`config.mk`:
```
export PLATFORM = sky130hd
export DESIGN_NAME = button_power_sequencer_core
export DESIGN_NICKNAME = d
export VERILOG_FILES = /design/src/hdl/bps_pkg.sv /design/src/hdl/bps_cfg_regs.sv /design/src/hdl/bps_step.sv /design/src/hdl/button_power_sequencer_core.sv
export SDC_FILE = /design/constraint.sdc
export NUM_CORES = 1
export LEC_CHECK = 0
export BUFFER_PORTS_ARGS = -buffer_cell sky130_fd_sc_hd__buf_4
export CORE_MARGIN = 3
export CORE_UTILIZATION = 55
export DETAILED_ROUTE_END_ITERATION = 8
export PLACE_DENSITY = 0.79
export REMOVE_ABC_BUFFERS = 1
export SETUP_SLACK_MARGIN = 0.02
export SLEW_MARGIN = 20
export SYNTH_ARGS = -nofsm -noshare
export SYNTH_HDL_FRONTEND = slang
export SYNTH_SLANG_ARGS = --single-unit
```
`constraint.sdc`:
```
create_clock -name clk -period 4.7 [get_ports clk]
set_input_delay 0.235 -clock clk [delete_from_list [all_inputs] [get_ports clk]]
set_output_delay 0.235 -clock clk [all_outputs]
set_load 0.1 [all_outputs]
```
`src/hdl/bps_pkg.sv`:
```
// Shared types and constants for the button power sequencer.
// Holds the phase encoding, the pin level struct and the register map.
// No dependencies.
package bps_pkg;

  localparam int CFG_W     = 16;
  localparam int CFG_IDX_W = 3;
  localparam int NUM_CFG   = 5;

  localparam logic [CFG_IDX_W-1:0] CFG_SAMPLE_PERIOD = 3'd0;
  localparam logic [CFG_IDX_W-1:0] CFG_ON_DELAY_A    = 3'd1;
  localparam logic [CFG_IDX_W-1:0] CFG_ON_DELAY_B    = 3'd2;
  localparam logic [CFG_IDX_W-1:0] CFG_OFF_DELAY_A   = 3'd3;
  localparam logic [CFG_IDX_W-1:0] CFG_OFF_DELAY_B   = 3'd4;

  localparam logic [CFG_W-1:0] CFG_RESET [NUM_CFG] = '{
    16'd10, 16'd100, 16'd500, 16'd100, 16'd50
  };

  typedef enum logic [2:0] {
    PH_OFF  = 3'd0,
    PH_ON   = 3'd1,
    PH_UP_A = 3'd2,
    PH_UP_B = 3'd3,
    PH_DN_A = 3'd4,
    PH_DN_B = 3'd5
  } phase_t;

  typedef struct packed {
    logic rst;   // 0 reset asserted, 1 released
    logic r24;   // 0 shut down, 1 running
    logic r3;    // 1 shut down, 0 running
  } pins_t;

  localparam pins_t PINS_RESET = '{rst: 1'b0, r24: 1'b0, r3: 1'b1};

  function automatic logic is_busy(input phase_t ph);
    return (ph == PH_UP_A) || (ph == PH_UP_B) || (ph == PH_DN_A) || (ph == PH_DN_B);
  endfunction

  function automatic logic is_powered(input phase_t ph);
    return (ph == PH_ON) || (ph == PH_DN_A) || (ph == PH_DN_B);
  endfunction

endpackage

```
`src/hdl/bps_cfg_regs.sv`:
```
// Configuration register file of the button power sequencer.
// Depends on bps_pkg for the register map and reset values.
module bps_cfg_regs
  import bps_pkg::*;
#(
  parameter int COUNT_WIDTH = 16
) (
  input  logic                                   clk,
  input  logic                                   rst_n,
  input  logic                                   cfg_valid,
  output logic                                   cfg_ready,
  input  logic [CFG_IDX_W-1:0]                   cfg_index,
  input  logic [CFG_W-1:0]                       cfg_data,
  output logic [NUM_CFG-1:0][COUNT_WIDTH-1:0]    cfg_vals
);

  localparam int EXT_W = COUNT_WIDTH + CFG_W;

  logic [CFG_W-1:0] cfg_r [NUM_CFG];

  assign cfg_ready = 1'b1;

  for (genvar i = 0; i < NUM_CFG; i++) begin : g_reg
    logic [EXT_W-1:0] ext;

    always_ff @(posedge clk) begin
      if (!rst_n) begin
        cfg_r[i] <= CFG_RESET[i];
      end else if (cfg_valid && (cfg_index == CFG_IDX_W'(i))) begin
        cfg_r[i] <= cfg_data;
      end
    end

    // Values are zero extended, then cut to the counter width.
    assign ext         = {{COUNT_WIDTH{1'b0}}, cfg_r[i]};
    assign cfg_vals[i] = ext[COUNT_WIDTH-1:0];
  end

endmodule

```
`src/hdl/bps_step.sv`:
```
// Next-state logic of the button power sequencer for one tick.
// Depends on bps_pkg for the phase and pin types.
module bps_step
  import bps_pkg::*;
#(
  parameter int COUNT_WIDTH = 16
) (
  input  logic [NUM_CFG-1:0][COUNT_WIDTH-1:0] cfg_vals,
  input  logic                                button_level,
  input  phase_t                              phase_i,
  input  pins_t                               pins_i,
  input  logic [COUNT_WIDTH-1:0]              delay_i,
  input  logic [COUNT_WIDTH-1:0]              sample_i,
  input  logic                                btn_now_i,
  output phase_t                              phase_o,
  output pins_t                               pins_o,
  output logic [COUNT_WIDTH-1:0]              delay_o,
  output logic [COUNT_WIDTH-1:0]              sample_o,
  output logic                                btn_now_o
);

  typedef struct packed {
    phase_t                 ph;
    pins_t                  pins;
    logic [COUNT_WIDTH-1:0] dc;
    logic [COUNT_WIDTH-1:0] sc;
  } seq_t;

  logic [COUNT_WIDTH-1:0] sample_period, on_a, on_b, off_a, off_b;

  assign sample_period = cfg_vals[CFG_SAMPLE_PERIOD];
  assign on_a          = cfg_vals[CFG_ON_DELAY_A];
  assign on_b          = cfg_vals[CFG_ON_DELAY_B];
  assign off_a         = cfg_vals[CFG_OFF_DELAY_A];
  assign off_b         = cfg_vals[CFG_OFF_DELAY_B];

  // One sequence action, taken only when the pending wait has run out.
  function automatic seq_t adv(input seq_t s_in);
    seq_t s;
    s = s_in;
    if (s.dc == '0) begin
      case (s.ph)
        PH_UP_A: begin
          s.pins.r24 = 1'b1;
          s.ph       = PH_UP_B;
          s.dc       = on_b;
        end
        PH_UP_B: begin
          s.pins.rst = 1'b1;
          s.ph       = PH_ON;
          s.sc       = '0;
        end
        PH_DN_A: begin
          s.pins.r24 = 1'b0;
          s.ph       = PH_DN_B;
          s.dc       = off_b;
        end
        PH_DN_B: begin
          s.pins.r3 = 1'b1;
          s.ph      = PH_OFF;
          s.sc      = '0;
        end
        default: begin
        end
      endcase
    end
    return s;
  endfunction

  seq_t s;
  logic on;

  always_comb begin
    s         = '{ph: phase_i, pins: pins_i, dc: delay_i, sc: sample_i};
    btn_now_o = btn_now_i;
    on        = (phase_i == PH_ON);
    if (is_busy(phase_i)) begin
      if (s.dc != '0) begin
        s.dc = s.dc - COUNT_WIDTH'(1);
      end
      // A tick can finish at most two chained zero-length waits.
      s = adv(s);
      s = adv(s);
    end else begin
      if (!on) begin
        s.ph = PH_OFF;
      end
      if (s.sc == '0) begin
        s.sc      = (sample_period == '0) ? '0 : sample_period - COUNT_WIDTH'(1);
        btn_now_o = button_level;
        if (!btn_now_i && button_level) begin
          if (on) begin
            s.pins.rst = 1'b0;
            s.ph       = PH_DN_A;
            s.dc       = off_a;
          end else begin
            s.pins.r3 = 1'b0;
            s.ph      = PH_UP_A;
            s.dc      = on_a;
          end
          s = adv(s);
          s = adv(s);
        end
      end else begin
        s.sc = s.sc - COUNT_WIDTH'(1);
      end
    end
  end

  assign phase_o  = s.ph;
  assign pins_o   = s.pins;
  assign delay_o  = s.dc;
  assign sample_o = s.sc;

endmodule

```
`src/hdl/button_power_sequencer_core.sv`:
```
// Top level of the button power sequencer: state and result registers.
// Depends on bps_pkg, bps_cfg_regs and bps_step.
//
// Each accepted tick word carries the raw button level; each one yields exactly one
// result word with the reset, 24 V and 3 V pin levels, the powered flag and the busy
// flag as they stand after that tick. A tick is taken every clock cycle as long as
// results are taken: the sequencer state is updated by one pass of next-state logic at
// acceptance and the result goes to an output register. A result left waiting holds off
// the input, and the next tick is accepted in the same cycle that the result is taken.
// The result is registered and is valid in the cycle after acceptance. While idle the button is
// sampled every sample_period ticks (zero counts as one) and a rising edge between two
// samples starts a power-up or power-down; the button is ignored while one runs.
// Delay and period registers take effect at the start of the next wait or interval and
// are truncated to COUNT_WIDTH bits. The configuration port is always ready.
module button_power_sequencer_core
  import bps_pkg::*;
#(
  parameter int COUNT_WIDTH = 16
) (
  input  logic                 clk,
  input  logic                 rst_n,
  input  logic                 in_valid,
  output logic                 in_ready,
  input  logic                 in_button_level,
  output logic                 out_valid,
  input  logic                 out_ready,
  output logic                 out_reset_pin,
  output logic                 out_rail24_pin,
  output logic                 out_rail3_pin,
  output logic                 out_powered,
  output logic                 out_busy_res,
  input  logic                 cfg_valid,
  output logic                 cfg_ready,
  input  logic [CFG_IDX_W-1:0] cfg_index,
  input  logic [CFG_W-1:0]     cfg_data
);

  logic [NUM_CFG-1:0][COUNT_WIDTH-1:0] cfg_vals;

  phase_t                 phase_r, phase_nxt;
  pins_t                  pins_r, pins_nxt;
  logic [COUNT_WIDTH-1:0] delay_r, delay_nxt;
  logic [COUNT_WIDTH-1:0] sample_r, sample_nxt;
  logic                   btn_now_r, btn_now_nxt;
  logic                   out_valid_r;
  pins_t                  out_pins_r;
  logic                   out_powered_r, out_busy_r;
  logic                   in_fire;

  bps_cfg_regs #(.COUNT_WIDTH(COUNT_WIDTH)) u_cfg (
    .clk       (clk),
    .rst_n     (rst_n),
    .cfg_valid (cfg_valid),
    .cfg_ready (cfg_ready),
    .cfg_index (cfg_index),
    .cfg_data  (cfg_data),
    .cfg_vals  (cfg_vals)
  );

  bps_step #(.COUNT_WIDTH(COUNT_WIDTH)) u_step (
    .cfg_vals     (cfg_vals),
    .button_level (in_button_level),
    .phase_i      (phase_r),
    .pins_i       (pins_r),
    .delay_i      (delay_r),
    .sample_i     (sample_r),
    .btn_now_i    (btn_now_r),
    .phase_o      (phase_nxt),
    .pins_o       (pins_nxt),
    .delay_o      (delay_nxt),
    .sample_o     (sample_nxt),
    .btn_now_o    (btn_now_nxt)
  );

  assign in_ready = !out_valid_r || out_ready;
  assign in_fire  = in_valid && in_ready;

  always_ff @(posedge clk) begin
    if (!rst_n) begin
      phase_r     <= PH_OFF;
      pins_r      <= PINS_RESET;
      delay_r     <= '0;
      sample_r    <= '0;
      btn_now_r   <= 1'b1;
      out_valid_r <= 1'b0;
    end else if (in_fire) begin
      phase_r     <= phase_nxt;
      pins_r      <= pins_nxt;
      delay_r     <= delay_nxt;
      sample_r    <= sample_nxt;
      btn_now_r   <= btn_now_nxt;
      out_valid_r <= 1'b1;
    end else if (out_ready) begin
      out_valid_r <= 1'b0;
    end
  end

  always_ff @(posedge clk) begin
    if (in_fire) begin
      out_pins_r    <= pins_nxt;
      out_powered_r <= is_powered(phase_nxt);
      out_busy_r    <= is_busy(phase_nxt);
    end
  end

  assign out_valid      = out_valid_r;
  assign out_reset_pin  = out_pins_r.rst;
  assign out_rail24_pin = out_pins_r.r24;
  assign out_rail3_pin  = out_pins_r.r3;
  assign out_powered    = out_powered_r;
  assign out_busy_res   = out_busy_r;

`ifndef ASSERT_OFF
  // The 3 V rail comes up first, so with it shut down nothing else may run.
  a_rail3_first: assert property (@(posedge clk) disable iff (!rst_n)
    pins_r.r3 |-> (!pins_r.r24 && !pins_r.rst))
    else $error("24 V rail or reset released while 3 V rail is shut down");

  // Reset is released only with both rails running.
  a_reset_last: assert property (@(posedge clk) disable iff (!rst_n)
    pins_r.rst |-> (pins_r.r24 && !pins_r.r3))
    else $error("reset released before both rails run");

  // A pending wait exists only inside a sequence.
  a_delay_busy: assert property (@(posedge clk) disable iff (!rst_n)
    (delay_r != '0) |-> is_busy(phase_r))
    else $error("delay counter running outside a sequence");

  // The result register shows the state taken at the last accepted tick.
  a_out_match: assert property (@(posedge clk) disable iff (!rst_n)
    in_fire |=> (out_valid && (out_pins_r == pins_r) && (out_busy_res == is_busy(phase_r))))
    else $error("result word does not match sequencer state");
`endif

endmodule
```
Word-level counts from Yosys, hierarchy flattened

Memories as Yosys holds them, arrays and structs flattened.
Index checks and enable logic that the tools add are counted.

Bits in writable memories: 80
Memories: 1
Register bits after elaboration: 45

Memories:

| memory      | words | width | rd ports | clocked after memory_dff | write ports | line               | source |
|---|---|---|---|---|---|---|---|
| u_cfg.cfg_r | 5     | 16    | 5        | 0                        | 5           | bps_cfg_regs.sv:19 | `logic [CFG_W-1:0] cfg_r [NUM_CFG];` |

$add $sub $neg: 3
Bitwise logic cells: 6
Reduce and logical (&&, ||, !) cells: 35
Equal/unequal tests: 26
Mux-type cells: 73

Operator list:

| operator                                                              | count |
|---|---|
| 38-bit 2-to-1 mux                                                     | 10 |
| 16-bit 2-to-1 mux                                                     | 17 |
| 16-bit case mux with 2 select lines                                   | 4 |
| 16-bit zero test                                                      | 6 |
| 3-bit case mux with 4 select lines                                    | 4 |
| 16-bit by 1-bit subtractor with 16-bit output, second input constant  | 3 |
| 3-bit by 2-bit equality test with 1-bit output, second input constant | 12 |
| 3-bit equality test, second input constant                            | 11 |
| 1-bit 2-to-1 mux                                                      | 28 |
| 22-bit 2-to-1 mux                                                     | 1 |
| 16-bit nonzero test                                                   | 1 |
| 3-bit 2-to-1 mux                                                      | 5 |
| 3-bit by 1-bit equality test with 1-bit output, second input constant | 3 |
| 1-bit logical OR                                                      | 9 |
| 1-bit case mux with 2 select lines                                    | 4 |
| 2-bit OR reduction                                                    | 4 |
| 1-bit logical AND                                                     | 7 |
| 3-bit AND reduction                                                   | 2 |
| 2-bit nonzero test                                                    | 3 |
| 1-bit bitwise OR                                                      | 5 |
| 3-bit zero test                                                       | 1 |
| 1-bit zero test                                                       | 2 |
| 1-bit inverter                                                        | 1 |

Logic depth before layout (Yosys ltp)

Gate-level depths: netlist of run 1.

Depth in word-level cells: 23
Gate-level depth with buffers: 14
Depth with buffers taken out: 13

Hierarchy

Synthesis of run 1 repeated with hierarchy kept, for this count alone.

Cells, all modules: 845
Area total of the unflattened synthesis: 7876.3 um^2

By module, submodules not included:

| module                      | times used | cells each | area each (um^2) | seq. area each (um^2) |
|---|---|---|---|---|
| bps_cfg_regs                | 1          | 194        | 3098.0           | 2402.3 |
| bps_step                    | 1          | 468        | 2970.3           | 0.0 |
| button_power_sequencer_core | 1          | 183        | 1808.0           | 950.9 |

Worst setup path before layout of run 1

Ideal clock, no wire load.

Path type: register -> register
From: reg delay_r[0]
To: reg out_powered_r, in the netlist out_powered, data pin
Clock period less this slack: 3.962 ns
Arrival time: 3.793 ns
Slack: 0.738 ns
Cell stages (with the launch flop): 15
Data required time: 4.531 ns
Cell sequence: dfxtp_1 > inv_1 > ha_1 > or3b_2 > nor4_4 > o21ai_1 > nor4b_2 > nand4_1 > buf_2 > o31a_1 > ha_1 > o21bai_1 > nor4_1 > mux2_2 > o31ai_1

Word-level cells in the longest chain between the ends: 13
Elaborated cells on any way between the ends: 21
Classes of those cells: add/sub (1); eq/ne (7); mux (8); reduce/logical (5)

Ends and longest elaborated chain:

| element                                                                               | line                               | source |
|---|---|---|
| start, declared                                                                       | button_power_sequencer_core.sv:42  | `logic [COUNT_WIDTH-1:0] delay_r, delay_nxt;` |
| start signal, assigned                                                                | button_power_sequencer_core.sv:89  | `delay_r <= delay_nxt;` |
| 16-bit by 1-bit subtractor with 16-bit output or 16-bit nonzero test (tied branches)  | bps_step.sv:79, bps_step.sv:78     |  |
| 16-bit 2-to-1 mux (*)                                                                 | bps_step.sv:78                     | `if (s.dc != '0) begin` |
| 16-bit 2-to-1 mux (*)                                                                 | bps_step.sv:77                     | `if (is_busy(phase_i)) begin` |
| 16-bit zero test                                                                      | bps_step.sv:41                     | `if (s.dc == '0) begin` |
| 38-bit 2-to-1 mux (*)                                                                 | bps_step.sv:41                     |  |
| 38-bit 2-to-1 mux (*)                                                                 | bps_step.sv:77                     |  |
| 3-bit equality test or 3-bit by 2-bit equality test with 1-bit output (tied branches) | bps_step.sv:42                     | `case (s.ph)` |
| 3-bit case mux with 4 select lines                                                    | bps_step.sv:42                     |  |
| 38-bit 2-to-1 mux (*)                                                                 | bps_step.sv:41                     |  |
| 38-bit 2-to-1 mux (*)                                                                 | bps_step.sv:77                     |  |
| 3-bit by 1-bit equality test with 1-bit output or 3-bit equality test (tied branches) | bps_pkg.sv:42                      | `return (ph == PH_ON) \|\| (ph == PH_DN_A) \|\| (ph == PH_DN_B);` |
| 1-bit logical OR                                                                      | bps_pkg.sv:42                      |  |
| 1-bit logical OR (*)                                                                  | bps_pkg.sv:42                      |  |
| end signal, assigned                                                                  | button_power_sequencer_core.sv:101 | `out_powered_r <= is_powered(phase_nxt);` |
| end, declared                                                                         | button_power_sequencer_core.sv:47  | `logic out_powered_r, out_busy_r;` |

Every way passes the cells marked *; elsewhere a longest branch is shown, timed or not. The select of a mux whose other input is x is not followed.
A chain may end at the register's enable or synchronous reset.

Worst setup path after layout of run 1

Ends and elaborated chain as after synthesis.

==> impl_metrics.yaml, run 1 <==
drt:
  wire_per_inst_um: 21.95
  drt_iter0_drc: 825
  vias: 6365
  antenna_left: 0
  dr.pass1.iters: 6
  post-route-drc-count: 0
  wl_um: 20570
  via_per_inst: 6.793
logic_synthesis:
  netlist_instances: 732
  yosysTopAreaCell: "edfxtp_1"
  synth_top_family_by_area: "simple AND/OR/NAND/NOR gates"
  synth_compound_area_share_pct: 19.70
  synthAdderAreaFrac_pct: 0.8325
  netlist.area_leader.share_pct: 35.38
  synth_seq_cells: 125
  synth-main-ff-cell: "edfxtp_1"
  synth_area_leaders: "edfxtp_1, dfxtp_1, and2_1"
  synth_edf_count: 85
  ys_types: 80
  yosys-mux-area-fraction_pct: 2.966
  ys_async_sr_fraction_pct: 0
  yosysWarnings: 0
  mappedNetlistArea_sq_um: 7214
  synth-xor-area-share_pct: 2.671
  synth_simple_gate_area_share_pct: 23.92
  synth-seq-area-share_pct: 46.48
  avgSynthCellArea_sq_um: 9.856
timing:
  final_max_slew_viol_count: 0
  relSlewSlack_pct: 31.28
  hold_viol_final: 0
  hold_ws_ps: 69.84
  post-route-period-util_pct: 92.80
  worst_slew_pin_slew_ps: 1018
  setup_viol: 0
  min_period_ps: 4362
  final.setup.tns_ps: 0
  max_freq_ghz: 0.2293
  skew_ps: 9.838
  rsz0062_at_grt: "no"
  fin_ws_ps: 338.4
placement:
  gp_congestion: 1.002
  io_buffers: 31
  place_area_sq_um: 7591
  dp_slack_ps: 428.2
  hpwlAfterDp_um: 15200
setup_path:
  crit_path_end: "out_powered"
  worst_setup_path_start_kind: "flip-flop"
  crit_start: "delay_r[0]"
  worstPathArrival_ps: 4600
  required_ps: 4940
  r2r_setup_slack_ps: 340
  r2r_end: "out_powered"
  crit_fanout: 6
  endpoint_kind: "flip-flop"
  r2r.worst_path.cells: 13
  worstSetupPathType: "flip-flop to flip-flop"
  r2r-start: "delay_r[0]"
clock_network:
  cts_sinks: 125
  cts_buffers: 17
  cts_max_path_buffers: 2
  clk_pin_slew_ps: 60
  cts_tree: "done"
  hold_buffers: 0
  clock-root-buffer: "clkbuf_16"
  cts-htree-levels: 4
  insertion_delay_ps: 420
finish:
  num_antenna_cells: 0
  layout_commonest_cell: "edfxtp_1"
  final_nets: 781
  mostFrequentLayoutCells: "edfxtp_1, and2_1, nor2_1"
  fin_util_pct: 64.73
  area_delta_synth_final_pct: 14.15
  fillers: 1058
  finalInstanceArea_sq_um: 8235
  drive_above_1_share_pct: 14.12
global_route:
  grt-ovfl-total: 0
  grt_pass1_wl_um: 32550
  grt_max_degree: 31
  gr-usage-all-layers_pct: 29.12
  grt_pass1_vias: 5973
  antenna_found_initial: 0
power:
  leakagePower_uw: 0.002903
  powerDensity_nw_per_um2: 454.7
  ir_worst_vdd_mv: 0.4049
floorplanning:
  die_w_um: 120.5
  dieArea_sq_um: 14530
  ios: 33
  core_area_sq_um: 12720
  initial_core_util_pct: 56.71
  die_h_um: 120.5
  rows: 41
flow_run:
  drv_cap: 0
status:
  status: "finished clean"
hold_path:
  hp-class: "input pin to flip-flop"
## cell type report
type | instances | area [sq um] | share of cell area [%]
Clock inverter | 15 | 207.7 | 2.522
Sequential cell | 125 | 3353 | 40.72
Tap cell | 172 | 215.2 | 2.613
Clock buffer | 17 | 425.4 | 5.166
Inverter | 14 | 52.55 | 0.6381
Multi-Input combinational cell | 550 | 3651 | 44.33
Timing Repair Buffer | 44 | 330.3 | 4.011
## worst max-delay path: stages, from the launching register on
cell	delay [ps]
dfxtp_1	360
inv_1	100
ha_1	200
or3b_2	550
nor4_4	470
o21ai_2	170
nor4_2	400
nand4_1	270
o31a_1	320
ha_1	280
o21bai_1	150
nor4_1	290
mux2_2	400
o31ai_1	220
## routing by layer
metal	vias to the layer above	global-route usage, %	wire length, um	part of all wire [%]
li1	2866	-	-	-
met1	3042	40.57	8461	41
met2	385	44.71	9458	46
met3	72	5.847	1871	9.1
met4	0	12.04	774	3.8
met5	-	0	0	0
## worst min path at each step
stage	from	to	slack, ps	cells after the start
detailed placement	btn_now_r	btn_now_r	460	2
global route	in_valid	out_valid	80	3
CTS	in_button_level	btn_now_r	60	3
floorplan	rst_n	btn_now_r	300	1
global placement	btn_now_r	btn_now_r	450	2
finish	in_valid	out_valid	70	3
## kinds of logic (layout without fill, tap and decap cells)
family | Yosys count | after routing
buffers and inverters | 57 | 90
multiplexers | 16 | 16
AO/OA/AOI/OAI | 202 | 202
other | 1 | 1
adder cells (fa/ha/maj) | 5 | 5
XOR/XNOR | 22 | 22
AND/OR/NAND/NOR | 304 | 304
flip-flops | 125 | 125
## power by group
| group | leakage [uW] | internal [uW] | switching (uW) |
|---|---|---|---|
| clock | 0.000305 | 896 | 507 |
| sequential | 0.00115 | 1290 | 133 |
| combinational | 0.00145 | 357 | 557 |
| total | 0.00290 | 2550 | 1200 |
## metrics by stage
step | instances | total power (uW)
2_1_floorplan | 689 | 2073
3_3_place_gp | 905 | 2301
3_5_place_dp | 905 | 2330
4_1_cts | 937 | 3732
5_1_grt | 937 | 3901
6_report | 937 | 3745
## what timing repair did
action / 4_1_cts / 5_1_grt
gates resized for setup: 0 / 1
setup buffers: 0 / 0
setup endpoints to repair: 0 / 2
endpoints found under the hold margin: 0 / 0
## synthesized netlist by cell type (18+ instances only)
master and number:
dfxtp_1 40, nor2_1 45, a21oi_1 39, and2_1 63, nand2_1 42, clkbuf_1 35, o21ai_0 39, nor3_1 38
nand2b_1 21, or3_1 18, nor4_1 21, edfxtp_1 85
## sequential cells by signal, summed over array words and instances, names as in the netlist
signal	cells
phase_r	3
out_powered	1
delay_r	16
u_cfg.cfg_r	80
out_valid	1
sample_r	16
out_rail3_pin	1
out_busy_res	1
btn_now_r	1
out_rail24_pin	1
out_reset_pin	1
pins_r	3
Note: power is estimated with default switching activity, not from simulation.
==> run 2: changes to the inputs <==
PLACE_DENSITY = 0.78   (was 0.79)
SYNTH_HIERARCHICAL = 1   (was default)
==> run 2 against run 1 <==
First-iteration DRC count is 19% higher. Fmax grew 1.5%. Critical path depth rose by 1. Critical endpoint unchanged.
==> impl_metrics.yaml, run 2 <==
clock_network:
  postCtsSetupBuffers: 0
  cts_sinks: 125
  insertion_delay_ps: 430
  clock-root-buffer: "clkbuf_16"
  cts-htree-levels: 4
  cts_max_path_buffers: 2
  clk_pin_slew_ps: 60
  cts_buffers: 17
  hold_buffers: 0
  cts_tree: "done"
global_route:
  gr-usage-all-layers_pct: 28.32
  grt_pass1_wl_um: 35760
  antenna_found_initial: 0
  grt_max_degree: 88
  met3_usage_pct: 5.852
  use_met2_pct: 44.56
  busiest_layer: "met2"
  grt-ovfl-total: 0
  grt_pass1_vias: 6595
  grt.met1_usage_pct: 38.93
floorplanning:
  ios: 33
  initial_core_util_pct: 56.52
  die_h_um: 125.7
  die_w_um: 125.7
  core_area_sq_um: 13930
  dieArea_sq_um: 15790
  rows: 43
logic_synthesis:
  synth_area_leaders: "edfxtp_1, dfxtp_1, and3_1"
  mappedNetlistArea_sq_um: 7876
  synth-main-ff-cell: "edfxtp_1"
  yosysMostFrequentCell: "nand2_1"
  ys_async_sr_fraction_pct: 0
  synthTopCellsByCount: "nand2_1, edfxtp_1, and3_1"
  synth_edf_count: 85
  synth-seq-area-share_pct: 42.57
  yosysWarnings: 6
  yosysTopAreaCell: "edfxtp_1"
  netlist.area_leader.share_pct: 32.41
  synth_seq_cells: 125
  netlist_instances: 845
  ys_types: 79
  avgSynthCellArea_sq_um: 9.321
setup_path:
  crit_chain: "inv_1 > ha_1 > nor3b_4 > a41oi_1 > a311oi_1 > o2111ai_2 > or3_1 > o31ai_1 > ha_1 > or3_1 > a21boi_0 > o22ai_1 > nor2_1 > nor2_1"
  worstPathArrival_ps: 4460
  r2r_setup_slack_ps: 400
  crit_path_end: "out_powered"
  worst-path-stages: 14
  r2r_end: "out_powered"
  r2r.worst_path.cells: 14
  crit_start: "delay_r[0]"
  worstSetupPathType: "flip-flop to flip-flop"
  crit_buf_inv: 1
  crit_family: "compound AO/OA/AOI/OAI gates"
  endpoint_kind: "flip-flop"
  crit_fanout: 12
  r2r-start: "delay_r[0]"
  slowest_stage: "nor3b_4"
  critPathMaxStageDelay_ps: 490
  required_ps: 4860
  worst_setup_path_start_kind: "flip-flop"
drt:
  wl_um: 22350
  vias: 7061
  wire_per_inst_um: 21.40
  via_per_inst: 6.763
  drt_iter0_drc: 984
  post-route-drc-count: 0
  antenna_left: 0
  dr.pass1.iters: 6
finish:
  drive_above_1_share_pct: 11.34
  reg.largest.list: "u_cfg/cfg_r x80, delay_r x16, sample_r x16"
  largest_reg_flops: 80
  area_delta_synth_final_pct: 10.90
  largest_register: "u_cfg/cfg_r"
  num_antenna_cells: 0
  fin_util_pct: 62.68
  layout_commonest_cell: "nand2_1"
  mostFrequentLayoutCells: "nand2_1, edfxtp_1, and3_1"
  final_nets: 881
placement:
  dp_slack_ps: 331.5
  io_buffers: 31
  gp_congestion: 0.9131
  hpwlAfterDp_um: 15710
timing:
  rsz0062_at_grt: "no"
  hold_viol_final: 0
  hold_ws_ps: 102.1
  setup_viol: 0
  max_freq_ghz: 0.2328
  relSlewSlack_pct: 25.18
  final.setup.tns_ps: 0
  worst_slew_pin_slew_ps: 1115
  final_max_slew_viol_count: 0
  min_period_ps: 4296
  skew_ps: 11.18
  fin_ws_ps: 403.5
  post-route-period-util_pct: 91.41
flow_run:
  drv_cap: 0
power:
  powerDensity_nw_per_um2: 558.2
  ir_worst_vdd_mv: 0.3946
  leakagePower_uw: 0.003338
  p_total_uw: 4875
hold_path:
  hp-class: "input pin to flip-flop"
status:
  status: "finished clean"
-- run 2: cell types whose count changed in the layout (fill, tap and decap cells not counted), sizes merged, moves of 8 or more --
cell,change
nand2,+67
and3,+63
and2,-59
mux2i,+30
a211oi,+18
a221o,-15
o21ai,-11
a21oi,-10
nand3,+9
nand3b,+8
nor3,-8
-- run 2: metal layers --
metal,routed length (um),up-vias
met5,0,-
met4,678,0
met3,1950,62
met2,10400,392
met1,9319,3357
li1,-,3250
-- run 2: report_power, final --
group / internal [uW] / total [uW] / switching, uW
sequential: 1300 / 1460 / 157
combinational: 802 / 2090 / 1280
clock: 833 / 1330 / 497
-- run 2: worst min path at each step --
stage                      start                end  slack (ps)  cells after the start
floorplan                  rst_n          btn_now_r         320                      1
global placement       pins_r[2]          pins_r[2]         460                      2
detailed placement  sample_r[12]       sample_r[12]         480                      2
CTS                     in_valid          btn_now_r         100                      3
global route         cfg_data[3]  u_cfg/cfg_r[0][3]         110                      2
finish                  in_valid          btn_now_r         100                      3
-- run 2: layout make-up --
cell class	instances	area, sq um
Clock buffer	18	429.2
Clock inverter	13	162.7
Fill cell	1145	5200
Inverter	17	63.81
Multi-Input combinational cell	648	4178
Sequential cell	125	3353
Tap cell	180	225.2
Timing Repair Buffer	43	322.8
-- run 2: cells by family after synthesis --
logic type	after synthesis	synth area share (%)
fa+ha+maj	4	0.6355
mux	41	5.242
other cells	1	0.04761
simple gates	390	27.34
buf+inv	72	4.607
flops	125	42.57
compound gates	195	17.66
xor+xnor	17	1.890
-- run 2: timing repair --
| item | in CTS | in global routing |
|---|---|---|
| endpoints found under the hold margin | 0 | 0 |
| resized for setup | 0 | 1 |
| endpoints found under the setup margin | 0 | 1 |
-- run 2: worst min-delay path: stages --
cell      delay, ps
buf_4           100
nand3_1          70
o211ai_1         80
-- run 2: per-stage QoR --
step | cell area [sq um] | std cells
final | 8735 | 1044
after global routing | 8735 | 1044
after CTS | 8728 | 1044
after detailed placement | 8137 | 1013
after global placement | 8137 | 1013
after floorplan | 7577 | 790
